==> src/rtl/core/rbch_pkg.sv <==
// ----------------------------------------------------------------------------
// rbch_pkg: shared widths and constants for the ray/box closest-hit block
// Field widths, distance formats and the box limit used by every file.
// ----------------------------------------------------------------------------
package rbch_pkg;

   // box limit per list and the width of the arrival counter
   localparam int MAX_BOXES = 256;
   localparam int CNT_W     = $clog2(MAX_BOXES + 1);

   // field widths
   localparam int COORD_W = 32;
   localparam int DIR_W   = 16;
   localparam int IDX_W   = 8;
   localparam int DIST_W  = 32;

   // plane distance: (corner - origin) * 2^15, magnitude and signed forms
   localparam int FRAC_SHIFT = 15;
   localparam int DIFF_W     = COORD_W + 1;
   localparam int NUM_W      = DIFF_W + FRAC_SHIFT;
   localparam int T_W        = NUM_W + 1;
   localparam int DMAG_W     = DIR_W + 1;
   localparam int DCNT_W     = $clog2(NUM_W);

   // configuration port
   localparam int CSR_DATA_W = 32;
   localparam int CSR_ADDR_W = 5;

endpackage

==> src/rtl/core/rbch_req_if.sv <==
// ----------------------------------------------------------------------------
// rbch_req_if: box request channel
// Valid/ready channel carrying two opposite corners and the last-box flag.
// ----------------------------------------------------------------------------
interface rbch_req_if;
   logic                                valid;
   logic                                ready;
   logic signed [rbch_pkg::COORD_W-1:0] corner_a_x;
   logic signed [rbch_pkg::COORD_W-1:0] corner_a_y;
   logic signed [rbch_pkg::COORD_W-1:0] corner_a_z;
   logic signed [rbch_pkg::COORD_W-1:0] corner_b_x;
   logic signed [rbch_pkg::COORD_W-1:0] corner_b_y;
   logic signed [rbch_pkg::COORD_W-1:0] corner_b_z;
   logic                                last_box;

   modport source (output valid, corner_a_x, corner_a_y, corner_a_z,
                   corner_b_x, corner_b_y, corner_b_z, last_box, input ready);
   modport sink   (input valid, corner_a_x, corner_a_y, corner_a_z,
                   corner_b_x, corner_b_y, corner_b_z, last_box, output ready);
endinterface

// ----------------------------------------------------------------------------
// rbch_rsp_if: closest-hit result channel
// Valid/ready channel carrying hit flag, box index and entry distance.
// ----------------------------------------------------------------------------
interface rbch_rsp_if;
   logic                               valid;
   logic                               ready;
   logic                               hit_found;
   logic [rbch_pkg::IDX_W-1:0]         hit_index;
   logic signed [rbch_pkg::DIST_W-1:0] hit_distance;

   modport source (output valid, hit_found, hit_index, hit_distance, input ready);
   modport sink   (input valid, hit_found, hit_index, hit_distance, output ready);
endinterface

==> src/rtl/core/ray_box_closest_hit.sv <==
// ----------------------------------------------------------------------------
// ray_box_closest_hit: ray against a stream of boxes, closest entry distance
// Slab test per axis through one shared bit-serial divider.
// ----------------------------------------------------------------------------
// Usage:
//  - Write the ray origin (Q16.16) and direction (Q1.15) over the csr_ port
//    while the block is idle. Registers lie at byte addresses 0,4,..,20.
//  - Send boxes on req_box, one request per box. A request with last_box set
//    closes the list: one result then appears on rsp_hit and the tracking
//    clears. Other requests give no result.
//  - Each axis with a nonzero direction runs two divisions on the shared
//    restoring divider, one quotient bit per cycle. A zero-direction axis
//    takes a single setup step; decide and finish steps close each box.
//    Boxes beyond the list limit skip the test and go straight to finish.
//  - req_box.ready is high only while no box is in work.
//  - The result sits in an output register; a stalled receiver holds it and
//    the block goes on with the next list meanwhile. A later result waits
//    in the finish step until the register frees.
//  - Synchronous reset restores the register defaults and clears tracking.
// ----------------------------------------------------------------------------
module ray_box_closest_hit (
   input  logic                              clock,
   input  logic                              reset,
   rbch_req_if.sink                          req_box,
   rbch_rsp_if.source                        rsp_hit,
   input  logic                              csr_psel,
   input  logic                              csr_penable,
   input  logic                              csr_pwrite,
   input  logic [rbch_pkg::CSR_ADDR_W-1:0]   csr_paddr,
   input  logic [rbch_pkg::CSR_DATA_W-1:0]   csr_pwdata,
   output logic [rbch_pkg::CSR_DATA_W-1:0]   csr_prdata,
   output logic                              csr_pready
);

   // register indexes
   localparam logic [2:0] REG_ORIGIN_X = 3'd0;
   localparam logic [2:0] REG_ORIGIN_Y = 3'd1;
   localparam logic [2:0] REG_ORIGIN_Z = 3'd2;
   localparam logic [2:0] REG_DIR_X    = 3'd3;
   localparam logic [2:0] REG_DIR_Y    = 3'd4;
   localparam logic [2:0] REG_DIR_Z    = 3'd5;

   // sequencer states
   localparam logic [2:0] S_IDLE   = 3'd0;
   localparam logic [2:0] S_SETUP  = 3'd1;
   localparam logic [2:0] S_DIV    = 3'd2;
   localparam logic [2:0] S_APPLY  = 3'd3;
   localparam logic [2:0] S_DECIDE = 3'd4;
   localparam logic [2:0] S_FINISH = 3'd5;

   localparam logic [1:0] AXIS_LAST = 2'd2;

   localparam logic signed [rbch_pkg::T_W-1:0] T_NEG_INF =
      {1'b1, {(rbch_pkg::T_W-1){1'b0}}};
   localparam logic signed [rbch_pkg::T_W-1:0] T_POS_INF =
      {1'b0, {(rbch_pkg::T_W-1){1'b1}}};
   localparam logic signed [rbch_pkg::T_W-1:0] T_DIST_MAX =
      rbch_pkg::T_W'({1'b0, {(rbch_pkg::DIST_W-1){1'b1}}});
   localparam logic signed [rbch_pkg::T_W-1:0] T_DIST_MIN =
      {{(rbch_pkg::T_W-rbch_pkg::DIST_W+1){1'b1}}, {(rbch_pkg::DIST_W-1){1'b0}}};
   localparam logic signed [rbch_pkg::DIST_W-1:0] DIST_MAX =
      {1'b0, {(rbch_pkg::DIST_W-1){1'b1}}};

   // configuration registers
   logic signed [rbch_pkg::COORD_W-1:0] origin_ff [3];
   logic signed [rbch_pkg::DIR_W-1:0]   dir_ff    [3];

   // box in work
   logic signed [rbch_pkg::COORD_W-1:0] corner_a_ff [3];
   logic signed [rbch_pkg::COORD_W-1:0] corner_b_ff [3];
   logic                                last_ff, last_in;
   logic [2:0]                          state_ff, state_in;
   logic [1:0]                          axis_ff, axis_in;
   logic                                side_ff, side_in;
   logic                                ok_ff, ok_in;
   logic signed [rbch_pkg::T_W-1:0]     enter_ff, enter_in;
   logic signed [rbch_pkg::T_W-1:0]     leave_ff, leave_in;
   logic [rbch_pkg::IDX_W-1:0]          cur_idx_ff, cur_idx_in;

   // divider
   logic [rbch_pkg::NUM_W-1:0]          num_ff, num_in;
   logic [rbch_pkg::DIR_W-1:0]          rem_ff, rem_in;
   logic [rbch_pkg::DMAG_W-1:0]         dmag_ff, dmag_in;
   logic [rbch_pkg::DCNT_W-1:0]         cnt_ff, cnt_in;
   logic                                neg_ff, neg_in;
   logic                                near_ff, near_in;

   // tracking
   logic signed [rbch_pkg::DIST_W-1:0]  dist_ff, dist_in;
   logic [rbch_pkg::IDX_W-1:0]          idx_ff, idx_in;
   logic                                any_ff, any_in;
   logic [rbch_pkg::CNT_W-1:0]          count_ff, count_in;

   // output register
   logic                                out_valid_ff, out_valid_in;
   logic                                out_found_ff, out_found_in;
   logic [rbch_pkg::IDX_W-1:0]          out_idx_ff, out_idx_in;
   logic signed [rbch_pkg::DIST_W-1:0]  out_dist_ff, out_dist_in;

   logic                                req_accept;
   logic                                csr_write;
   logic [2:0]                          csr_index;

   // per-axis selection
   logic signed [rbch_pkg::COORD_W-1:0] o_sel, ca_sel, cb_sel, lo_sel, hi_sel, c_sel;
   logic signed [rbch_pkg::DIR_W-1:0]   d_sel;
   logic signed [rbch_pkg::DIFF_W-1:0]  diff;
   logic signed [rbch_pkg::NUM_W-1:0]   numer;
   logic [rbch_pkg::NUM_W-1:0]          nmag;
   logic signed [rbch_pkg::DMAG_W-1:0]  dsx;
   logic [rbch_pkg::DMAG_W-1:0]         dmag;
   logic                                in_slab;

   // divider step and result
   logic [rbch_pkg::DMAG_W-1:0]         trial;
   logic [rbch_pkg::DMAG_W-1:0]         trial_diff;
   logic                                trial_ok;
   logic signed [rbch_pkg::T_W-1:0]     quot;
   logic signed [rbch_pkg::T_W-1:0]     floor0;
   logic signed [rbch_pkg::T_W-1:0]     t_sat;
   logic                                box_hit;

   assign req_accept    = req_box.valid && req_box.ready;
   assign req_box.ready = (state_ff == S_IDLE);

   assign csr_pready = 1'b1;
   assign csr_write  = csr_psel && csr_penable && csr_pwrite;
   assign csr_index  = csr_paddr[4:2];

   // register read-back
   always_comb begin
      case (csr_index)
         REG_ORIGIN_X: csr_prdata = origin_ff[0];
         REG_ORIGIN_Y: csr_prdata = origin_ff[1];
         REG_ORIGIN_Z: csr_prdata = origin_ff[2];
         REG_DIR_X:    csr_prdata = rbch_pkg::CSR_DATA_W'(unsigned'(dir_ff[0]));
         REG_DIR_Y:    csr_prdata = rbch_pkg::CSR_DATA_W'(unsigned'(dir_ff[1]));
         REG_DIR_Z:    csr_prdata = rbch_pkg::CSR_DATA_W'(unsigned'(dir_ff[2]));
         default:      csr_prdata = '0;
      endcase
   end

   // configuration writes
   always_ff @(posedge clock) begin
      if (reset) begin
         origin_ff[0] <= '0;
         origin_ff[1] <= '0;
         origin_ff[2] <= '0;
         dir_ff[0]    <= '0;
         dir_ff[1]    <= '0;
         dir_ff[2]    <= {1'b1, {(rbch_pkg::DIR_W-1){1'b0}}};
      end else if (csr_write) begin
         case (csr_index)
            REG_ORIGIN_X: origin_ff[0] <= csr_pwdata;
            REG_ORIGIN_Y: origin_ff[1] <= csr_pwdata;
            REG_ORIGIN_Z: origin_ff[2] <= csr_pwdata;
            REG_DIR_X:    dir_ff[0]    <= csr_pwdata[rbch_pkg::DIR_W-1:0];
            REG_DIR_Y:    dir_ff[1]    <= csr_pwdata[rbch_pkg::DIR_W-1:0];
            REG_DIR_Z:    dir_ff[2]    <= csr_pwdata[rbch_pkg::DIR_W-1:0];
            default: ;
         endcase
      end
   end

   // corners held for the box in work
   always_ff @(posedge clock) begin
      if (req_accept) begin
         corner_a_ff[0] <= req_box.corner_a_x;
         corner_a_ff[1] <= req_box.corner_a_y;
         corner_a_ff[2] <= req_box.corner_a_z;
         corner_b_ff[0] <= req_box.corner_b_x;
         corner_b_ff[1] <= req_box.corner_b_y;
         corner_b_ff[2] <= req_box.corner_b_z;
      end
   end

   // current axis: order corners, build numerator and divisor magnitudes
   always_comb begin
      o_sel   = origin_ff[axis_ff];
      d_sel   = dir_ff[axis_ff];
      ca_sel  = corner_a_ff[axis_ff];
      cb_sel  = corner_b_ff[axis_ff];
      lo_sel  = (ca_sel < cb_sel) ? ca_sel : cb_sel;
      hi_sel  = (ca_sel < cb_sel) ? cb_sel : ca_sel;
      c_sel   = side_ff ? hi_sel : lo_sel;
      diff    = rbch_pkg::DIFF_W'(c_sel) - rbch_pkg::DIFF_W'(o_sel);
      numer   = {diff, {rbch_pkg::FRAC_SHIFT{1'b0}}};
      nmag    = numer[rbch_pkg::NUM_W-1] ? unsigned'(-numer) : unsigned'(numer);
      dsx     = rbch_pkg::DMAG_W'(d_sel);
      dmag    = dsx[rbch_pkg::DMAG_W-1] ? unsigned'(-dsx) : unsigned'(dsx);
      in_slab = (lo_sel <= o_sel) && (o_sel <= hi_sel);
   end

   // one restoring step per cycle
   always_comb begin
      trial      = {rem_ff, num_ff[rbch_pkg::NUM_W-1]};
      trial_ok   = (trial >= dmag_ff);
      trial_diff = trial - dmag_ff;
   end

   // signed quotient, hit test and saturation
   always_comb begin
      quot    = neg_ff ? -signed'({1'b0, num_ff}) : signed'({1'b0, num_ff});
      floor0  = (enter_ff > 0) ? enter_ff : '0;
      box_hit = ok_ff && (leave_ff >= floor0);
      if (enter_ff > T_DIST_MAX) begin
         t_sat = T_DIST_MAX;
      end else if (enter_ff < T_DIST_MIN) begin
         t_sat = T_DIST_MIN;
      end else begin
         t_sat = enter_ff;
      end
   end

   // sequencer
   always_comb begin
      state_in     = state_ff;
      last_in      = last_ff;
      axis_in      = axis_ff;
      side_in      = side_ff;
      ok_in        = ok_ff;
      enter_in     = enter_ff;
      leave_in     = leave_ff;
      cur_idx_in   = cur_idx_ff;
      num_in       = num_ff;
      rem_in       = rem_ff;
      dmag_in      = dmag_ff;
      cnt_in       = cnt_ff;
      neg_in       = neg_ff;
      near_in      = near_ff;
      dist_in      = dist_ff;
      idx_in       = idx_ff;
      any_in       = any_ff;
      count_in     = count_ff;
      out_valid_in = out_valid_ff && !rsp_hit.ready;
      out_found_in = out_found_ff;
      out_idx_in   = out_idx_ff;
      out_dist_in  = out_dist_ff;

      case (state_ff)
         S_IDLE: begin
            if (req_accept) begin
               last_in  = req_box.last_box;
               axis_in  = '0;
               side_in  = 1'b0;
               ok_in    = 1'b1;
               enter_in = T_NEG_INF;
               leave_in = T_POS_INF;
               if (count_ff < rbch_pkg::CNT_W'(rbch_pkg::MAX_BOXES)) begin
                  cur_idx_in = rbch_pkg::IDX_W'(count_ff);
                  count_in   = count_ff + 1'b1;
                  state_in   = S_SETUP;
               end else begin
                  state_in = S_FINISH;
               end
            end
         end
         S_SETUP: begin
            if (d_sel == '0) begin
               // zero direction: slab is all or nothing
               ok_in = ok_ff && in_slab;
               if (axis_ff == AXIS_LAST) begin
                  state_in = S_DECIDE;
               end else begin
                  axis_in = axis_ff + 1'b1;
               end
            end else begin
               num_in   = nmag;
               rem_in   = '0;
               dmag_in  = dmag;
               neg_in   = diff[rbch_pkg::DIFF_W-1] ^ d_sel[rbch_pkg::DIR_W-1];
               near_in  = !side_ff ^ d_sel[rbch_pkg::DIR_W-1];
               cnt_in   = rbch_pkg::DCNT_W'(rbch_pkg::NUM_W - 1);
               state_in = S_DIV;
            end
         end
         S_DIV: begin
            rem_in = trial_ok ? trial_diff[rbch_pkg::DIR_W-1:0]
                              : trial[rbch_pkg::DIR_W-1:0];
            num_in = {num_ff[rbch_pkg::NUM_W-2:0], trial_ok};
            if (cnt_ff == '0) begin
               state_in = S_APPLY;
            end else begin
               cnt_in = cnt_ff - 1'b1;
            end
         end
         S_APPLY: begin
            if (near_ff) begin
               if (quot > enter_ff) enter_in = quot;
            end else begin
               if (quot < leave_ff) leave_in = quot;
            end
            if (!side_ff) begin
               side_in  = 1'b1;
               state_in = S_SETUP;
            end else begin
               side_in = 1'b0;
               if (axis_ff == AXIS_LAST) begin
                  state_in = S_DECIDE;
               end else begin
                  axis_in  = axis_ff + 1'b1;
                  state_in = S_SETUP;
               end
            end
         end
         S_DECIDE: begin
            // strictly smaller replaces; first hit always replaces
            if (box_hit && (!any_ff ||
                            signed'(t_sat[rbch_pkg::DIST_W-1:0]) < dist_ff)) begin
               dist_in = t_sat[rbch_pkg::DIST_W-1:0];
               idx_in  = cur_idx_ff;
               any_in  = 1'b1;
            end
            state_in = S_FINISH;
         end
         S_FINISH: begin
            if (!last_ff) begin
               state_in = S_IDLE;
            end else if (!out_valid_ff || rsp_hit.ready) begin
               out_valid_in = 1'b1;
               out_found_in = any_ff;
               out_idx_in   = any_ff ? idx_ff : '0;
               out_dist_in  = any_ff ? dist_ff : '0;
               dist_in      = DIST_MAX;
               idx_in       = '0;
               any_in       = 1'b0;
               count_in     = '0;
               state_in     = S_IDLE;
            end
         end
         default: begin
            state_in = S_IDLE;
         end
      endcase
   end

   // control registers
   always_ff @(posedge clock) begin
      if (reset) begin
         state_ff     <= S_IDLE;
         any_ff       <= 1'b0;
         count_ff     <= '0;
         dist_ff      <= DIST_MAX;
         idx_ff       <= '0;
         out_valid_ff <= 1'b0;
      end else begin
         state_ff     <= state_in;
         any_ff       <= any_in;
         count_ff     <= count_in;
         dist_ff      <= dist_in;
         idx_ff       <= idx_in;
         out_valid_ff <= out_valid_in;
      end
   end

   // datapath registers
   always_ff @(posedge clock) begin
      last_ff      <= last_in;
      axis_ff      <= axis_in;
      side_ff      <= side_in;
      ok_ff        <= ok_in;
      enter_ff     <= enter_in;
      leave_ff     <= leave_in;
      cur_idx_ff   <= cur_idx_in;
      num_ff       <= num_in;
      rem_ff       <= rem_in;
      dmag_ff      <= dmag_in;
      cnt_ff       <= cnt_in;
      neg_ff       <= neg_in;
      near_ff      <= near_in;
      out_found_ff <= out_found_in;
      out_idx_ff   <= out_idx_in;
      out_dist_ff  <= out_dist_in;
   end

   assign rsp_hit.valid        = out_valid_ff;
   assign rsp_hit.hit_found    = out_found_ff;
   assign rsp_hit.hit_index    = out_idx_ff;
   assign rsp_hit.hit_distance = out_dist_ff;

endmodule

==> src/flat_wrapper.sv <==
// flat-port wrapper written by rule: the top's interface ports become plain ports
module ray_box_closest_hit_flat 
  (clock, reset, csr_psel, csr_penable, csr_pwrite, csr_paddr, csr_pwdata, csr_prdata, csr_pready, req_box_valid, req_box_corner_a_x, req_box_corner_a_y, req_box_corner_a_z, req_box_corner_b_x, req_box_corner_b_y, req_box_corner_b_z, req_box_last_box, req_box_ready, rsp_hit_valid, rsp_hit_hit_found, rsp_hit_hit_index, rsp_hit_hit_distance, rsp_hit_ready);
  rbch_req_if req_box_i ();
  rbch_rsp_if rsp_hit_i ();
  input  logic clock;
  input  logic reset;
  input  logic csr_psel;
  input  logic csr_penable;
  input  logic csr_pwrite;
  input  logic [rbch_pkg::CSR_ADDR_W-1:0] csr_paddr;
  input  logic [rbch_pkg::CSR_DATA_W-1:0] csr_pwdata;
  output logic [rbch_pkg::CSR_DATA_W-1:0] csr_prdata;
  output logic csr_pready;
  input wire logic [$bits(req_box_i.valid)-1:0] req_box_valid;
  input wire logic [$bits(req_box_i.corner_a_x)-1:0] req_box_corner_a_x;
  input wire logic [$bits(req_box_i.corner_a_y)-1:0] req_box_corner_a_y;
  input wire logic [$bits(req_box_i.corner_a_z)-1:0] req_box_corner_a_z;
  input wire logic [$bits(req_box_i.corner_b_x)-1:0] req_box_corner_b_x;
  input wire logic [$bits(req_box_i.corner_b_y)-1:0] req_box_corner_b_y;
  input wire logic [$bits(req_box_i.corner_b_z)-1:0] req_box_corner_b_z;
  input wire logic [$bits(req_box_i.last_box)-1:0] req_box_last_box;
  output wire logic [$bits(req_box_i.ready)-1:0] req_box_ready;
  output wire logic [$bits(rsp_hit_i.valid)-1:0] rsp_hit_valid;
  output wire logic [$bits(rsp_hit_i.hit_found)-1:0] rsp_hit_hit_found;
  output wire logic [$bits(rsp_hit_i.hit_index)-1:0] rsp_hit_hit_index;
  output wire logic [$bits(rsp_hit_i.hit_distance)-1:0] rsp_hit_hit_distance;
  input wire logic [$bits(rsp_hit_i.ready)-1:0] rsp_hit_ready;
  assign req_box_i.valid = req_box_valid;
  assign req_box_i.corner_a_x = req_box_corner_a_x;
  assign req_box_i.corner_a_y = req_box_corner_a_y;
  assign req_box_i.corner_a_z = req_box_corner_a_z;
  assign req_box_i.corner_b_x = req_box_corner_b_x;
  assign req_box_i.corner_b_y = req_box_corner_b_y;
  assign req_box_i.corner_b_z = req_box_corner_b_z;
  assign req_box_i.last_box = req_box_last_box;
  assign req_box_ready = req_box_i.ready;
  assign rsp_hit_valid = rsp_hit_i.valid;
  assign rsp_hit_hit_found = rsp_hit_i.hit_found;
  assign rsp_hit_hit_index = rsp_hit_i.hit_index;
  assign rsp_hit_hit_distance = rsp_hit_i.hit_distance;
  assign rsp_hit_i.ready = rsp_hit_ready;
  ray_box_closest_hit u_core (.clock(clock), .reset(reset), .req_box(req_box_i), .rsp_hit(rsp_hit_i), .csr_psel(csr_psel), .csr_penable(csr_penable), .csr_pwrite(csr_pwrite), .csr_paddr(csr_paddr), .csr_pwdata(csr_pwdata), .csr_prdata(csr_prdata), .csr_pready(csr_pready));
endmodule
==> config.mk <==
export PLATFORM = sky130hd
export DESIGN_NAME = ray_box_closest_hit_flat
export DESIGN_NICKNAME = d
export VERILOG_FILES = /design/src/rtl/core/rbch_pkg.sv /design/src/rtl/core/rbch_req_if.sv /design/src/rtl/core/ray_box_closest_hit.sv /design/src/flat_wrapper.sv
export SDC_FILE = /design/constraint.sdc
export NUM_CORES = 2
export LEC_CHECK = 0
export ABC_AREA = 1
export BUFFER_PORTS_ARGS = -buffer_cell sky130_fd_sc_hd__clkbuf_2
export CAP_MARGIN = 30
export CELL_PAD_IN_SITES_DETAIL_PLACEMENT = 0
export CELL_PAD_IN_SITES_GLOBAL_PLACEMENT = 1
export CORE_ASPECT_RATIO = 1.5
export CORE_MARGIN = 2
export CORE_UTILIZATION = 40
export DETAILED_ROUTE_END_ITERATION = 12
export PLACE_DENSITY = 0.78
export SYNTH_ARGS = -nofsm -noshare
export SYNTH_HDL_FRONTEND = slang
export SYNTH_SLANG_ARGS = --single-unit
==> constraint.sdc <==
create_clock -name clock -period 20.1 [get_ports clock]
set_input_delay 4.02 -clock clock [delete_from_list [all_inputs] [get_ports clock]]
set_output_delay 4.02 -clock clock [all_outputs]
set_load 0.02 [all_outputs]
==> results.yml <==
run_status:
  run_status: "complete, no violations"
global_routing:
  grt_pass1_vias: 32000
  grt_first_pass_wirelength_um: 175300
  grtUsageTotal_pct: 22.50
  antenna_found_initial: 1
  overflow: 0
  grt_max_degree: 165
setup_path:
  cp.arrival_ps: 6170
  path_class: "in2out"
  r2r_slack_ps: 11250
  critPathCaptureType: "output port"
  rr_worst_depth: 32
  critPathLaunchType: "input port"
  cp_data_required_time_ps: 16080
  crit_slowest_cell: "inv_1"
  crit_chain: "clkbuf_2 > inv_1 > nor3_1 > buf_4 > inv_1 > buf_4 > o21ai_0 > a221oi_1 > o211ai_1 > clkbuf_2"
  crit_path_max_fanout: 13
  r2r-end: "u_core.num_ff[33]"
  slowest_delay_ps: 510
cells_and_area:
  nFillCells: 9581
  drive_above_1_share_pct: 12.59
  final_area_mm2: 0.04485
  antenna_cells: 0
  nets: 5412
  area_delta_synth_final_pct: 13.35
clock_network:
  ctsLongestPathBuffers: 3
  cts_tree: "yes"
  ctsResizeCount: 0
  ctsHoldBuffers: 0
  clockRootBuffer: "clkbuf_16"
  clock_latency_ps: 660
  clk_pin_slew_worst_paths_ps: 60
  clock-sinks: 633
  htreeDepth: 3
  cts_setup_buffers: 0
  numCtsBuffers: 66
floorplan:
  fp.dieW_um: 260.8
  core_area_mm2: 0.09827
  start_util_pct: 40.26
  ios: 313
  die_y_um: 389.2
  rows: 141
  die_area_mm2: 0.1015
routing:
  vias: 31770
  wl_um: 114000
  drt_iter0_drc: 1846
  wl_per_cell_um: 18.45
  drcViolationCount: 0
  via_per_inst: 5.141
  firstDrtPassIters: 5
  antenna_left: 0
place:
  place_congestion: 0.9245
  hpwlAfterDp_um: 88090
  place_area_mm2: 0.04262
  portBuffers: 309
logic_synthesis:
  syn_area_mm2: 0.03956
  syn_inst: 4567
  async_flop_share_pct: 0
  avgSynthCellArea_um2: 8.663
  ys_ff_latch: 633
  synth_top_area_share_pct: 43.79
  synth_edf_count: 577
  yosys.cell_count.top_type: "nand2_1"
  netlist_top_cells_area: "edfxtp_1, ha_1, nand2_1"
  yosys.cell_types.count: 68
  synth_top_area_cell: "edfxtp_1"
  synth-seq-area-share_pct: 46.63
  ys.flop_type: "edfxtp_1"
  synthTopCellsByCount: "nand2_1, inv_1, edfxtp_1, nor2_1, ha_1"
  yosysWarnings: 0
sta:
  hold_viol_final: 0
  slew_headroom_pct: 30.82
  grt_setup_unrepaired: "false"
  fmax_mhz: 98.14
  fin_crit_sh_pct: 50.69
  finalMaxSlewViolations: 0
  setup_viol: 0
  tns_ps: 0
  clock_skew_ps: 38.85
  min_period_ps: 10190
  worstMarginPinSlew_ps: 1034
hold_path:
  worst_hold_startpoint: "u_core.cur_idx_ff[1]"
  hold_depth: 2
  holdPathEnd: "u_core.idx_ff[1]"
  min_path_type: "reg2reg"
job:
  drv_cap: 0
## sequential cells by signal (all words and copies together), names as in the netlist, 8 cells and up, named ones only
| name | cells |
|---|---|
| u_core.corner_a_ff | 96 |
| u_core.corner_b_ff | 96 |
| u_core.count_ff | 9 |
| u_core.cur_idx_ff | 8 |
| u_core.dir_ff | 48 |
| u_core.dist_ff | 32 |
| u_core.dmag_ff | 17 |
| u_core.enter_ff | 49 |
| u_core.idx_ff | 8 |
| u_core.leave_ff | 49 |
| u_core.num_ff | 48 |
| u_core.origin_ff | 96 |
| u_core.rem_ff | 16 |
| u_core.rsp_hit.hit_distance | 32 |
| u_core.rsp_hit.hit_index | 8 |
## final cells by class
cell class              instances  area, um^2  share of cell area, %
repair buffers                360        1952                  4.352
flip-flops and latches        633       18450                  41.14
multi-input cells            3100       18040                  40.23
clock inverters                35       447.9                 0.9988
well taps                    1287        1610                  3.591
clock buffers                  82        1774                  3.956
inverters                     683        2571                  5.734
## cells by family after synthesis
group	synth area share [%]
other	0.01898
AO/OA/AOI/OAI	11.16
flip-flops	46.63
AND/OR/NAND/NOR	20.91
buffers and inverters	8.067
adder cells (fa/ha/maj)	10.51
XOR/XNOR	2.713
## worst max path at each step
stage                         end  cells past startpoint  slack [ps]          start
4_1_cts             csr_prdata[2]                     10        9910   csr_paddr[3]
3_5_place_dp        csr_prdata[2]                     10        9960   csr_paddr[3]
2_1_floorplan  u_core.leave_ff[0]                      6        4170  req_box_valid
6_report            csr_prdata[2]                     10        9910   csr_paddr[3]
5_1_grt             csr_prdata[5]                     10        9790   csr_paddr[3]
3_3_place_gp        csr_prdata[5]                     10        9990   csr_paddr[3]
## cell usage in the layout, fill, tap and decap left out, types with 8 or more instances in the layout
cell       Yosys  final
xnor2_1       18     18
edfxtp_1     577    577
a21o_1        11     11
nand2_1      984    982
dfxtp_1       56     55
o31ai_1        8      8
clkbuf_16      0     68
o21ai_1       13     17
clkbuf_1     113     12
buf_4          4     45
a21oi_1      241    240
o21a_1        19     19
a221oi_1      12     12
o21ai_0      264    258
xor2_1        94     94
o211ai_1      86     86
nor2_2         8      9
clkinv_1       4     12
a22oi_1       14     14
nand3_1      255    255
clkbuf_2       0    309
or2_2         84     84
a31oi_1       15     15
o221ai_1      21     21
and2_1        31     31
nand4_1       75     75
nor2_1       349    344
ha_1         329    329
nand2_2        9     11
inv_1        671    670
nor3_1        38     35
a211oi_1      16     16
nor4_1        31     31
## through the flow
step           utilization, %  setup WS (ps)  instances  hold slack [ps]
2_1_floorplan               -           4171       4568            406.4
3_3_place_gp            43.30           9995       6055            416.8
3_5_place_dp            43.38           9959       6063            421.7
4_1_cts                 45.64           9915       6180            434.9
5_1_grt                 45.64           9795       6180            459.7
6_report                45.64           9910       6180            432.4
## worst max-delay path: cells and delay by family
| kind | cells | cell delay [ps] |
|---|---|---|
| buf+inv | 6 | 1540 |
| compound gates | 3 | 540 |
| simple gates | 1 | 60 |
## per-layer routing
layer / GRT usage [%] / up-vias / wire (um)
li1: - / 16030 / -
met1: 24.00 / 14620 / 42540
met2: 41.41 / 862 / 58860
met3: 2.719 / 261 / 4883
met4: 14.44 / 0 / 7734
met5: 0 / - / 0
Power is not shown: default switching activity piles up to over one toggle a cycle in this logic, so the estimate is an artifact.
